## src/hdl/gpe_pkg.sv

```systemverilog
// Shared types and constants for the gamepad-to-pointer event block.
// Used by gpe_front, gpe_queue, gpe_back and gamepad_to_pointer_events.
// No dependencies.
package gpe_pkg;

    // Pointer event codes on the result side
    typedef enum logic [2:0] {
        KIND_MOVE       = 3'd0,
        KIND_WHEEL      = 3'd1,
        KIND_LEFT_DOWN  = 3'd2,
        KIND_LEFT_UP    = 3'd3,
        KIND_RIGHT_DOWN = 3'd4,
        KIND_RIGHT_UP   = 3'd5
    } t_kind;

    // Event slots of one report, in emission order
    localparam int          NUM_SLOTS  = 8;
    localparam logic [2:0]  SLOT_STICK = 3'd0;
    localparam logic [2:0]  SLOT_WHEEL = 3'd1;
    localparam logic [2:0]  SLOT_UP    = 3'd2;
    localparam logic [2:0]  SLOT_DOWN  = 3'd3;
    localparam logic [2:0]  SLOT_LEFT  = 3'd4;
    localparam logic [2:0]  SLOT_RIGHT = 3'd5;
    localparam logic [2:0]  SLOT_A     = 3'd6;
    localparam logic [2:0]  SLOT_B     = 3'd7;

    // Register indexes (byte address = 4 * index)
    localparam logic [1:0]  REG_LEFT_DZ  = 2'd0;
    localparam logic [1:0]  REG_RIGHT_DZ = 2'd1;
    localparam logic [1:0]  REG_WHEEL    = 2'd2;
    localparam logic [1:0]  REG_MAX_STEP = 2'd3;

    // Reset values
    localparam logic [14:0] LEFT_DZ_RESET  = 15'd7849;
    localparam logic [14:0] RIGHT_DZ_RESET = 15'd5000;
    localparam logic [9:0]  WHEEL_RESET    = 10'd50;
    localparam logic [7:0]  MAX_STEP_RESET = 8'd255;
    localparam logic [7:0]  STEP_RESET     = 8'd5;

    // Magnitude / 2000 as (m * 33555) >> 26, exact for m up to 59073
    localparam logic [15:0] DIV2000_MUL   = 16'd33555;
    localparam int          DIV2000_SHIFT = 26;

    typedef struct packed {
        logic [14:0] left_deadzone;
        logic [14:0] right_deadzone;
        logic [9:0]  wheel_amount;
        logic [7:0]  max_step;
    } t_cfg;

    // One classified report: which slots fire plus what they need
    typedef struct packed {
        logic [NUM_SLOTS-1:0] mask;
        logic signed [8:0]    stick_x;
        logic signed [8:0]    stick_y;
        logic [7:0]           step;
        logic                 wheel_neg;
        logic                 a_up;
        logic                 b_up;
    } t_report;

endpackage

```

## src/hdl/gpe_front.sv

```systemverilog
// Front end: classifies one gamepad report into a slot mask and payload,
// and keeps step size and previous button levels. Depends on gpe_pkg.
module gpe_front import gpe_pkg::*; (
    input  logic        i_clk,
    input  logic        i_rst_n,
    input  t_cfg        i_cfg,
    input  logic        i_accept,
    input  logic        i_connected,
    input  logic [15:0] i_left_x,
    input  logic [15:0] i_left_y,
    input  logic [15:0] i_right_y,
    input  logic        i_button_a,
    input  logic        i_button_b,
    input  logic        i_shoulder_left,
    input  logic        i_shoulder_right,
    input  logic        i_pad_up,
    input  logic        i_pad_down,
    input  logic        i_pad_left,
    input  logic        i_pad_right,
    output logic        o_push,
    output t_report     o_report
);

    logic [7:0]  r_step;
    logic        r_prev_a;
    logic        r_prev_b;
    logic        r_prev_sl;
    logic        r_prev_sr;
    logic [7:0]  n_step;

    logic [16:0] lx_ext, ly_ext, lx_mag, ly_mag;
    logic [32:0] lx_prod, ly_prod;
    logic [8:0]  qx, qy;
    logic        stick_hit;
    logic signed [16:0] ry_s, rdz_s;
    logic        wheel_up, wheel_dn;
    logic        update;

    // Magnitudes, -32768 counts as 32768
    assign lx_ext = {i_left_x[15], i_left_x};
    assign ly_ext = {i_left_y[15], i_left_y};
    assign lx_mag = lx_ext[16] ? (~lx_ext + 17'd1) : lx_ext;
    assign ly_mag = ly_ext[16] ? (~ly_ext + 17'd1) : ly_ext;

    // Divide by 2000 through the reciprocal
    assign lx_prod = 33'(lx_mag) * 33'(DIV2000_MUL);
    assign ly_prod = 33'(ly_mag) * 33'(DIV2000_MUL);
    assign qx      = {4'd0, lx_prod[DIV2000_SHIFT +: 5]};
    assign qy      = {4'd0, ly_prod[DIV2000_SHIFT +: 5]};

    assign stick_hit = (lx_mag > {2'b00, i_cfg.left_deadzone})
                    || (ly_mag > {2'b00, i_cfg.left_deadzone});

    assign ry_s     = $signed({i_right_y[15], i_right_y});
    assign rdz_s    = $signed({2'b00, i_cfg.right_deadzone});
    assign wheel_up = ry_s > rdz_s;
    assign wheel_dn = ry_s < -rdz_s;

    always_comb begin
        o_report.mask      = {i_button_b ^ r_prev_b, i_button_a ^ r_prev_a,
                              i_pad_right, i_pad_left, i_pad_down, i_pad_up,
                              wheel_up | wheel_dn, stick_hit};
        // x keeps its sign, y flips (down positive)
        o_report.stick_x   = i_left_x[15] ? (9'd0 - qx) : qx;
        o_report.stick_y   = i_left_y[15] ? qy : (9'd0 - qy);
        o_report.step      = r_step;
        o_report.wheel_neg = wheel_dn;
        o_report.a_up      = r_prev_a;
        o_report.b_up      = r_prev_b;
    end

    assign update = i_accept && i_connected;
    assign o_push = update && (|o_report.mask);

    // Lower first, then raise against the limit
    always_comb begin
        n_step = r_step;
        if (i_shoulder_left && !r_prev_sl && (n_step > 8'd1)) begin
            n_step = n_step - 8'd1;
        end
        if (i_shoulder_right && !r_prev_sr && (n_step < i_cfg.max_step)) begin
            n_step = n_step + 8'd1;
        end
    end

    always_ff @(posedge i_clk) begin
        if (!i_rst_n) begin
            r_step    <= STEP_RESET;
            r_prev_a  <= 1'b0;
            r_prev_b  <= 1'b0;
            r_prev_sl <= 1'b0;
            r_prev_sr <= 1'b0;
        end else if (update) begin
            r_step    <= n_step;
            r_prev_a  <= i_button_a;
            r_prev_b  <= i_button_b;
            r_prev_sl <= i_shoulder_left;
            r_prev_sr <= i_shoulder_right;
        end
    end

endmodule

```

## src/hdl/gpe_queue.sv

```systemverilog
// Small queue of classified reports between front and back end.
// Depends on gpe_pkg. DEPTH must be a power of two, at least 2.
module gpe_queue import gpe_pkg::*; #(
    parameter int DEPTH = 2
) (
    input  logic    i_clk,
    input  logic    i_rst_n,
    input  logic    i_push,
    input  t_report i_data,
    output logic    o_full,
    output logic    o_valid,
    input  logic    i_pop,
    output t_report o_data
);

    localparam int IDX_W = $clog2(DEPTH);
    localparam int CNT_W = $clog2(DEPTH + 1);

    t_report            r_mem [DEPTH];
    logic [IDX_W-1:0]   r_wr_ptr;
    logic [IDX_W-1:0]   r_rd_ptr;
    logic [CNT_W-1:0]   r_count;

    assign o_full  = (r_count == CNT_W'(DEPTH));
    assign o_valid = (r_count != '0);
    assign o_data  = r_mem[r_rd_ptr];

    always_ff @(posedge i_clk) begin
        if (i_push) begin
            r_mem[r_wr_ptr] <= i_data;
        end
    end

    always_ff @(posedge i_clk) begin
        if (!i_rst_n) begin
            r_wr_ptr <= '0;
            r_rd_ptr <= '0;
            r_count  <= '0;
        end else begin
            if (i_push) begin
                r_wr_ptr <= r_wr_ptr + IDX_W'(1);
            end
            if (i_pop) begin
                r_rd_ptr <= r_rd_ptr + IDX_W'(1);
            end
            if (i_push && !i_pop) begin
                r_count <= r_count + CNT_W'(1);
            end else if (!i_push && i_pop) begin
                r_count <= r_count - CNT_W'(1);
            end
        end
    end

endmodule

```

## src/hdl/gpe_back.sv

```systemverilog
// Back end: walks the slot mask of the head report into the result register,
// one event per cycle while that register is free. Depends on gpe_pkg.
module gpe_back import gpe_pkg::*; (
    input  logic              i_clk,
    input  logic              i_rst_n,
    input  logic [9:0]        i_wheel_amount,
    input  logic              i_q_valid,
    input  t_report           i_q_data,
    output logic              o_q_pop,
    input  logic              i_pop,
    output logic              o_empty,
    output logic [2:0]        o_event_kind,
    output logic signed [8:0] o_move_x,
    output logic signed [8:0] o_move_y,
    output logic signed [10:0] o_scroll_units,
    output logic              o_last_event
);

    logic [NUM_SLOTS-1:0] r_done;
    logic                 r_out_valid;
    logic [NUM_SLOTS-1:0] pending, sel_bit, rest;
    logic [2:0]           sel;
    logic                 out_free, emit;
    t_kind                ev_kind;
    logic [8:0]           ev_x, ev_y, step9;
    logic [10:0]          ev_wheel, wheel11;

    assign pending  = i_q_valid ? (i_q_data.mask & ~r_done) : '0;
    assign sel_bit  = pending & (~pending + NUM_SLOTS'(1));
    assign rest     = pending & ~sel_bit;
    assign out_free = !r_out_valid || i_pop;
    assign emit     = out_free && (|pending);
    assign o_q_pop  = emit && (rest == '0);
    assign o_empty  = !r_out_valid;

    always_comb begin
        sel = '0;
        for (int i = NUM_SLOTS - 1; i >= 0; i--) begin
            if (pending[i]) begin
                sel = 3'(i);
            end
        end
    end

    assign step9   = {1'b0, i_q_data.step};
    assign wheel11 = {1'b0, i_wheel_amount};

    always_comb begin
        ev_kind  = KIND_MOVE;
        ev_x     = '0;
        ev_y     = '0;
        ev_wheel = '0;
        unique case (sel)
            SLOT_STICK: begin
                ev_x = i_q_data.stick_x;
                ev_y = i_q_data.stick_y;
            end
            SLOT_WHEEL: begin
                ev_kind  = KIND_WHEEL;
                ev_wheel = i_q_data.wheel_neg ? (11'd0 - wheel11) : wheel11;
            end
            SLOT_UP:    ev_y = 9'd0 - step9;
            SLOT_DOWN:  ev_y = step9;
            SLOT_LEFT:  ev_x = 9'd0 - step9;
            SLOT_RIGHT: ev_x = step9;
            SLOT_A:     ev_kind = i_q_data.a_up ? KIND_LEFT_UP : KIND_LEFT_DOWN;
            SLOT_B:     ev_kind = i_q_data.b_up ? KIND_RIGHT_UP : KIND_RIGHT_DOWN;
            default:    ev_kind = KIND_MOVE;
        endcase
    end

    // Result register: reload whenever it is free and an event is pending
    always_ff @(posedge i_clk) begin
        if (emit) begin
            o_event_kind   <= ev_kind;
            o_move_x       <= ev_x;
            o_move_y       <= ev_y;
            o_scroll_units <= ev_wheel;
            o_last_event   <= (rest == '0);
        end
    end

    always_ff @(posedge i_clk) begin
        if (!i_rst_n) begin
            r_out_valid <= 1'b0;
            r_done      <= '0;
        end else begin
            if (out_free) begin
                r_out_valid <= emit;
            end
            if (emit) begin
                r_done <= (rest == '0) ? '0 : (r_done | sel_bit);
            end
        end
    end

`ifndef ASSERT_OFF
    a_pending_shows: assert property (@(posedge i_clk) disable iff (!i_rst_n)
        (|pending) |=> r_out_valid)
        else $error("pending event did not reach the result register");

    a_head_has_event: assert property (@(posedge i_clk) disable iff (!i_rst_n)
        i_q_valid |-> (i_q_data.mask != '0))
        else $error("queued report carries no event");

    a_motion_only_on_move: assert property (@(posedge i_clk) disable iff (!i_rst_n)
        (r_out_valid && (o_event_kind != KIND_MOVE)) |->
        ((o_move_x == 9'sd0) && (o_move_y == 9'sd0)))
        else $error("motion on a non-move event");
`endif

endmodule

```

## src/hdl/gamepad_to_pointer_events.sv

```systemverilog
// Throughput: one report per cycle enters the queue while it has room; the
// back end loads one event per cycle into the result register while that is
// free, so a report with n events (1..8) holds it until its last event is
// loaded. A report that is not connected or causes no event is dropped.
// Reset (i_rst_n low, synchronous): registers to their defaults, step size 5,
// button history clear, queue and result register empty.
module gamepad_to_pointer_events import gpe_pkg::*; #(
    parameter int QUEUE_DEPTH = 2
) (
    input  logic               i_clk,
    input  logic               i_rst_n,
    // configuration port
    input  logic               psel,
    input  logic               penable,
    input  logic               pwrite,
    input  logic [3:0]         paddr,
    input  logic [31:0]        pwdata,
    output logic [31:0]        prdata,
    output logic               pready,
    // report side
    input  logic               push,
    output logic               full,
    input  logic               i_connected,
    input  logic [15:0]        i_left_x,
    input  logic [15:0]        i_left_y,
    input  logic [15:0]        i_right_y,
    input  logic               i_button_a,
    input  logic               i_button_b,
    input  logic               i_shoulder_left,
    input  logic               i_shoulder_right,
    input  logic               i_pad_up,
    input  logic               i_pad_down,
    input  logic               i_pad_left,
    input  logic               i_pad_right,
    // event side
    output logic               empty,
    input  logic               pop,
    output logic [2:0]         o_event_kind,
    output logic signed [8:0]  o_move_x,
    output logic signed [8:0]  o_move_y,
    output logic signed [10:0] o_scroll_units,
    output logic               o_last_event
);

    t_cfg    r_cfg;
    logic    cfg_wr;
    logic    accept;
    logic    q_push, q_full, q_valid, q_pop;
    t_report front_report, q_head;

    // ------------------------------------------------------------------
    // Configuration registers: the write lands on the access phase
    // ------------------------------------------------------------------
    assign pready = 1'b1;
    assign cfg_wr = psel && penable && pwrite && pready;

    always_ff @(posedge i_clk) begin
        if (!i_rst_n) begin
            r_cfg.left_deadzone  <= LEFT_DZ_RESET;
            r_cfg.right_deadzone <= RIGHT_DZ_RESET;
            r_cfg.wheel_amount   <= WHEEL_RESET;
            r_cfg.max_step       <= MAX_STEP_RESET;
        end else if (cfg_wr) begin
            unique case (paddr[3:2])
                REG_LEFT_DZ:  r_cfg.left_deadzone  <= pwdata[14:0];
                REG_RIGHT_DZ: r_cfg.right_deadzone <= pwdata[14:0];
                REG_WHEEL:    r_cfg.wheel_amount   <= pwdata[9:0];
                REG_MAX_STEP: r_cfg.max_step       <= pwdata[7:0];
                default:      r_cfg.max_step       <= r_cfg.max_step;
            endcase
        end
    end

    // Read back, zero-extended
    always_comb begin
        unique case (paddr[3:2])
            REG_LEFT_DZ:  prdata = {17'd0, r_cfg.left_deadzone};
            REG_RIGHT_DZ: prdata = {17'd0, r_cfg.right_deadzone};
            REG_WHEEL:    prdata = {22'd0, r_cfg.wheel_amount};
            REG_MAX_STEP: prdata = {24'd0, r_cfg.max_step};
            default:      prdata = '0;
        endcase
    end

    // ------------------------------------------------------------------
    // Front end: a transfer happens whenever push is high and the queue has room
    // ------------------------------------------------------------------
    assign full   = q_full;
    assign accept = push && !q_full;

    gpe_front u_front (
        .i_clk            (i_clk),
        .i_rst_n          (i_rst_n),
        .i_cfg            (r_cfg),
        .i_accept         (accept),
        .i_connected      (i_connected),
        .i_left_x         (i_left_x),
        .i_left_y         (i_left_y),
        .i_right_y        (i_right_y),
        .i_button_a       (i_button_a),
        .i_button_b       (i_button_b),
        .i_shoulder_left  (i_shoulder_left),
        .i_shoulder_right (i_shoulder_right),
        .i_pad_up         (i_pad_up),
        .i_pad_down       (i_pad_down),
        .i_pad_left       (i_pad_left),
        .i_pad_right      (i_pad_right),
        .o_push           (q_push),
        .o_report         (front_report)
    );

    // ------------------------------------------------------------------
    // Decoupling queue: front and back stall independently
    // ------------------------------------------------------------------
    gpe_queue #(
        .DEPTH (QUEUE_DEPTH)
    ) u_queue (
        .i_clk   (i_clk),
        .i_rst_n (i_rst_n),
        .i_push  (q_push),
        .i_data  (front_report),
        .o_full  (q_full),
        .o_valid (q_valid),
        .i_pop   (q_pop),
        .o_data  (q_head)
    );

    // ------------------------------------------------------------------
    // Back end: serialize events into the result register; advance to the
    // next report as the last event of the head leaves
    // ------------------------------------------------------------------
    gpe_back u_back (
        .i_clk          (i_clk),
        .i_rst_n        (i_rst_n),
        .i_wheel_amount (r_cfg.wheel_amount),
        .i_q_valid      (q_valid),
        .i_q_data       (q_head),
        .o_q_pop        (q_pop),
        .i_pop          (pop),
        .o_empty        (empty),
        .o_event_kind   (o_event_kind),
        .o_move_x       (o_move_x),
        .o_move_y       (o_move_y),
        .o_scroll_units (o_scroll_units),
        .o_last_event   (o_last_event)
    );

endmodule

```

## config.mk

```make
export PLATFORM = sky130hd
export DESIGN_NAME = gamepad_to_pointer_events
export DESIGN_NICKNAME = d
export VERILOG_FILES = /design/src/hdl/gpe_pkg.sv /design/src/hdl/gpe_front.sv /design/src/hdl/gpe_queue.sv /design/src/hdl/gpe_back.sv /design/src/hdl/gamepad_to_pointer_events.sv
export SDC_FILE = /design/constraint.sdc
export NUM_CORES = 1
export LEC_CHECK = 0
export BUFFER_PORTS_ARGS = -buffer_cell sky130_fd_sc_hd__clkbuf_2
export CELL_PAD_IN_SITES_DETAIL_PLACEMENT = 0
export CELL_PAD_IN_SITES_GLOBAL_PLACEMENT = 1
export CORE_ASPECT_RATIO = 1.4
export CORE_MARGIN = 2
export CORE_UTILIZATION = 51
export DETAILED_ROUTE_END_ITERATION = 12
export PLACE_DENSITY = 0.86
export RECOVER_POWER = 25
export SYNTH_ARGS = -nofsm -noshare
export SYNTH_HDL_FRONTEND = slang
export SYNTH_SLANG_ARGS = --single-unit
export TNS_END_PERCENT = 30
```

## constraint.sdc

```tcl
create_clock -name i_clk -period 20 [get_ports i_clk]
set_input_delay 4 -clock i_clk [delete_from_list [all_inputs] [get_ports i_clk]]
set_output_delay 4 -clock i_clk [all_outputs]
set_load 0.05 [all_outputs]
```

=== Word-level counts from Yosys, hierarchy flattened ===
Memories as Yosys holds them, arrays and structs flattened. A register that Yosys moved wholly into a read port is not among the register bits.
Index checks and enable logic that the tools add are counted.

* Memories: 1
* Word-level logic and storage cells: 128
* Bits of input ports: 100
* Output and inout bits: 68
* Register bits: 106
* RAM bits: 74

* Multiply operators: 2
* $lt $le $gt $ge: 6
* Bitwise operators: 12
* Add/subtract/negate cells: 14
* Eq/ne operators: 11
* Reductions and logical operators: 33
* Mux-type cells: 29

{| class="wikitable"
|+ Memories
! memory !! depth !! bits a word !! rd ports !! clocked after memory_dff !! wr ports !! RTL line !! RTL
|-
| u_queue.r_mem || 2 || 37 || 1 || 1 || 1 || gpe_queue.sv:19 || <nowiki>t_report r_mem [DEPTH];</nowiki>
|}

{| class="wikitable"
|+ Operator list
! operator !! count
|-
| one-hot mux 32 bit (4 select lines) || 1
|-
| multiplier 17 x 16 -> 31 bit (second input constant) || 2
|-
| one-hot mux 9 bit (3 select lines) || 2
|-
| adder 17 x 1 -> 17 bit (second input constant) || 2
|-
| > comparator 17 x 15 -> 1 bit || 2
|-
| two-way mux 17 bit || 2
|-
| inverter 17 bit || 2
|-
| two-way mux 8 bit || 4
|-
| AND 8 bit || 3
|-
| two-way mux 3 bit || 8
|-
| inverter 8 bit || 3
|-
| two-way mux 9 bit || 2
|-
| < comparator 16 x 17 -> 1 bit || 1
|-
| negator 15 -> 17 bit || 1
|-
| adder 8 x 1 -> 8 bit (second input constant) || 2
|-
| > comparator 16 bit || 1
|-
| OR reduction 8 bit || 2
|-
| logical AND 1 bit || 13
|-
| equality test 3 bit (second input constant) || 4
|-
| subtractor 1 x 5 -> 6 bit (first input constant) || 2
|-
| subtractor 1 x 10 -> 11 bit (first input constant) || 1
|-
| two-way mux 10 bit || 1
|-
| AND reduction 2 bit || 5
|-
| one-hot mux 3 bit (3 select lines) || 1
|-
| other kinds (22) || 40
|}

=== Longest topological paths before layout ===
* Word-level depth: 13
* Mapped depth: 27
* Gate-level depth less buffers: 27

=== Hierarchy ===
Synthesis repeated with hierarchy kept, for this count alone.

* Cell total of the unflattened synthesis: 1914
* Area, all modules: 18346.3 um2

{| class="wikitable"
|+ By module, submodules not included
! module !! area an instance (um2) !! cells an instance !! sequential area each (um2) !! instances
|-
| gpe_front || 10630.2 || 1279 || 240.2 || 1
|-
| gpe_queue || 2899.0 || 137 || 2322.2 || 1
|-
| gpe_back || 2487.4 || 252 || 1171.1 || 1
|-
| gamepad_to_pointer_events || 2329.7 || 246 || 960.9 || 1
|}

=== Worst setup path after synthesis ===
Ideal clock, no wire load.

* Kind: input to register
* Start: input port i_left_y[4]
* End: memory u_queue.r_mem[0][13] (netlist bit) (data pin)
* Setup slack: 9328 ps
* Path buffers: 0
* Stages: 25
* Arrival time: 10397 ps
* Library setup time: 275 ps
* Required time: 19725 ps
* Cells stage by stage: or3_1 or3_1 or2_2 o41ai_1 xnor2_1 and2_1 fa_1 inv_1 fa_1 inv_1 fa_1 inv_1 fa_1 inv_1 ha_1 and3_1 a221oi_1 o211ai_1 mux2_2 nor3_1 inv_1 ha_1 nor2_1 xnor2_1 xnor2_1

{| class="wikitable"
|+ RTL lines
! item !! RTL line !! RTL
|-
| start: declaration || gamepad_to_pointer_events.sv:25 || <nowiki>input logic [15:0] i_left_y,</nowiki>
|-
| end: declaration || gpe_queue.sv:19 ||
|}

==> summary.md <==
| Metric | Value |
|---|---|
| Status | finished with violations |
| Failing checks | max-capacitance violations, max-slew violations |
| Area Growth Syn to Fin | 9.46% |
| Synth unique cells | 83 |
| Synth Area in Adders | 33.5% |
| Worst path arrival time | 11.75 ns |
| Crit path largest cell delay | 0.68 ns |
| Drt drc | 0 |
| Synth area leaders | ha_1 24%, edfxtp_1 16%, fa_1 9.5% |
| Reg2Reg Setup Slack | 13.49 ns |
| Worst Path Required | 20.17 ns |
| Hold Crit Depth | 2 |
| Hold buffers post-CTS | 0 |
| Setup slack after layout | 8.42 ns |
| Reg2reg path depth | 11 |
| Crit Reg-Reg Endpoint | u_queue.r_count[1]$_SDFFE_PN0P_ |
| Post-CTS setup repair buffer count | 0 |
| Row Count | 80 |
| CTS tree | built |
| Synth Register Bits | 169 |
| Synth Area in XOR/XNOR | 4.91% |
| Final global-route overflow total | 0 |
| Slowest-stage cell, CP | xor2_1 |
| DR pass1 iterations | 5 |
| Mapped cell area | 0.0177 sq mm |
| Seq/Total Area, Yosys | 24.6% |
| TritonCTS Buffers | 17 |
| Top-count cell post-synth | ha_1 |
| Max Root-Sink Buffers | 2 |
| Via count | 13899 |
| Setup WS pre-CTS | 7.93 ns |
| Syn Area/Cell | 9.28 sq um |
| Vias per cell | 5.58 |
| Wire length per cell | 17.4 um |
| Critical path capture point type | flip-flop |
| P_leak | 9.35 nW |
| Fmax | 86.3 MHz |
| Fill count | 3092 |
| CP Max Fanout | 6 |
| Worst slew margin | -26.4% |
| Ratio of total power to cell area | 124 mW/mm^2 |
| Max-cap violations | 1 |
| Placeable Area | 0.0341 sq mm |
| Clk pin slew, worst setup/hold paths | 0.07 ns |
| Detail Route Antenna Nets | 0 |
| Initial cell density of the core | 51.7% |
| Post-Syn Instances | 1903 |
| Final period util | 57.9% |
| WL final | 43.3 mm |
| Die height | 224 um |
| Post-synth top area share | 23.9% |
| Multi-input combinational cell area | 0.0119 sq mm |
| RD Place Congestion | 0.905 |
| Post-cts sizing count | 0 |
| Fin Clk Skew | 0.00991 ns |
| Largest family of logic cells by synthesized area | adder cells |
| Die area | 0.0361 sq mm |
| Synth warn | 0 |
| Post-Synth Simple-Gate Area | 12.8% |
| Synth Area in Compound Gates | 11.6% |
| Largest net degree at the start of global routing | 40 |
| Worst Hold End | u_front.r_prev_sl$_SDFFE_PN0P_ |
| Initial DRC Count | 886 |
| Fin. Hold Viols | 0 |
| Cell mode on critical path | inv_1 |
| Layout cells sized above 1 | 10.0% |
| Hold path start | u_front.r_prev_sl$_SDFFE_PN0P_ |
| Async set-reset flop share out of synthesis | 0% |
| # nets final | 2549 |
| Worst Tran Pin Value | 1.90 ns |
| Vias in the first global route | 13941 |
| Overall Global Routing Usage | 24.6% |
| Final Setup Violations | 0 |
| Tmin final | 11.58 ns |
| Number of flops mapped to enable cells by yosys | 95 |
| Worst hold-check path type | flip-flop to flip-flop |
| Clock Root Buffer | clkbuf_16 |
| Crit Path Category | input port to flip-flop |
| Setup TNS | 0 ns |
| Initial antenna violation count | 1 |
| First-pass GRT wire length | 70.2 mm |
| Cell taking the most area after synthesis | ha_1 |
| I/O Buffers | 130 |
| Clock sinks | 169 |
| I/O pin count | 168 |
| HPWL after DPL | 36.1 mm |
| Sequential Area | 0.00433 sq mm |
| Worst-Skew Late Latency | 0.44 ns |
| RSZ-0062 raised after global routing | no |
| Startpoint class of the critical path | input port |
| H-tree levels | 4 |
| Post-synthesis mux area share | 4.11% |
| Prevailing post-synth register cell | edfxtp_1 |
| VDD IR max | 0.113 mV |
| Most frequent cells after synthesis | 337 x ha_1, 305 x inv_1, 165 x nand2_1, 95 x edfxtp_1, 90 x a21oi_1 |
| Final-report max-slew violation count | 40 |
| Die width | 161 um |
power by group:
group	internal [W]	switching, W	total [W]
logic	0.000594	0.000977	0.00157
registers	0.000469	0.0000255	0.000495
clock network	0.000186	0.000142	0.000329
layout by cell type (no fill, tap or decap), types with 10 or more instances in the layout:
master and count:
ha_1 337, inv_1 305, nand2_1 165, clkbuf_2 124, edfxtp_1 95, a21oi_1 90
nor2_1 87, fa_1 84, dfxtp_1 74, xnor2_1 68, o21ai_0 46, mux2i_1 41
nand3_1 40, nor3_1 39, o211ai_1 36, conb_1 32, xor2_1 29, a21o_1 27
nand4_1 24, nor2b_1 17, clkbuf_16 17, or3_1 16, nor4_1 15, nand2b_1 13
buf_4 13, o21a_1 12, and3_1 10
layer usage:
layer  wire length (um)  global-route usage [%]  vias to the layer above
li1                   -                       -                     6822
met1              17200                    28.5                     6637
met2              23000                    46.5                      365
met3               1620                    2.24                       75
met4               1440                    9.36                        0
met5                  0                       0                        -
area by class of cell:
| cell class | instances | area share, % |
|---|---|---|
| flip-flops and latches | 169 | 22.4 |
| diodes | 1 | 0.0130 |
| inverters | 306 | 5.94 |
| clock inverters | 15 | 0.842 |
| multi-input cells | 1388 | 61.8 |
| repair buffers | 146 | 3.89 |
| clock buffers | 17 | 2.20 |
| well taps | 451 | 2.92 |
worst max-delay path by stage:
stage | from | endpoint
2_1_floorplan | i_left_y[4] | u_queue.r_mem[0][13]$_DFFE_PP_
3_5_place_dp | i_left_y[4] | u_queue.r_mem[1][13]$_DFFE_PP_
5_1_grt | i_left_y[4] | u_queue.r_mem[0][13]$_DFFE_PP_
6_report | i_left_y[4] | u_queue.r_mem[0][13]$_DFFE_PP_
3_3_place_gp | i_left_y[4] | u_queue.r_mem[0][13]$_DFFE_PP_
4_1_cts | i_left_y[4] | u_queue.r_mem[1][13]$_DFFE_PP_
worst max-delay path, delay by kind of cell:
kind | cells | cell delay (ns)
AO/OA/AOI/OAI | 3 | 1.12
XOR/XNOR | 3 | 0.93
adder cells (fa/ha/maj) | 7 | 2.99
buffers and inverters | 6 | 0.51
multiplexers | 1 | 0.30
AND/OR/NAND/NOR | 6 | 1.89
registers in the layout, indices dropped and copies added, names as in the netlist, 2 cells and up, named ones only:
signal,count
u_back.o_move_x,9
u_back.o_event_kind,3
u_queue.r_count,2
u_queue.r_mem,62
u_front.r_step,8
u_back.o_move_y,9
u_back.o_scroll_units,11
r_cfg,48
u_back.r_done,8
cells by family after synthesis:
| group | after synthesis |
|---|---|
| other cells | 2 |
| buf+inv | 376 |
| flops | 169 |
| compound gates | 305 |
| simple gates | 471 |
| fa+ha+maj | 422 |
| mux | 60 |
| xor+xnor | 98 |
stage by stage:
| stage | total power (W) | instances | util (%) | cell area, sq um | hold WS [ns] |
|---|---|---|---|---|---|
| global route | 0.00266 | 2493 | 56.6 | 19300 | 0.484 |
| detailed placement | 0.00207 | 2460 | 54.9 | 18800 | 0.456 |
| global placement | 0.00203 | 2460 | 54.9 | 18800 | 0.443 |
| CTS | 0.00241 | 2492 | 56.7 | 19300 | 0.466 |
| finish | 0.00239 | 2493 | 56.6 | 19300 | 0.466 |
| floorplan | 0.00170 | 1933 | - | 17800 | 0.435 |
(Power assumes the default switching activity.)
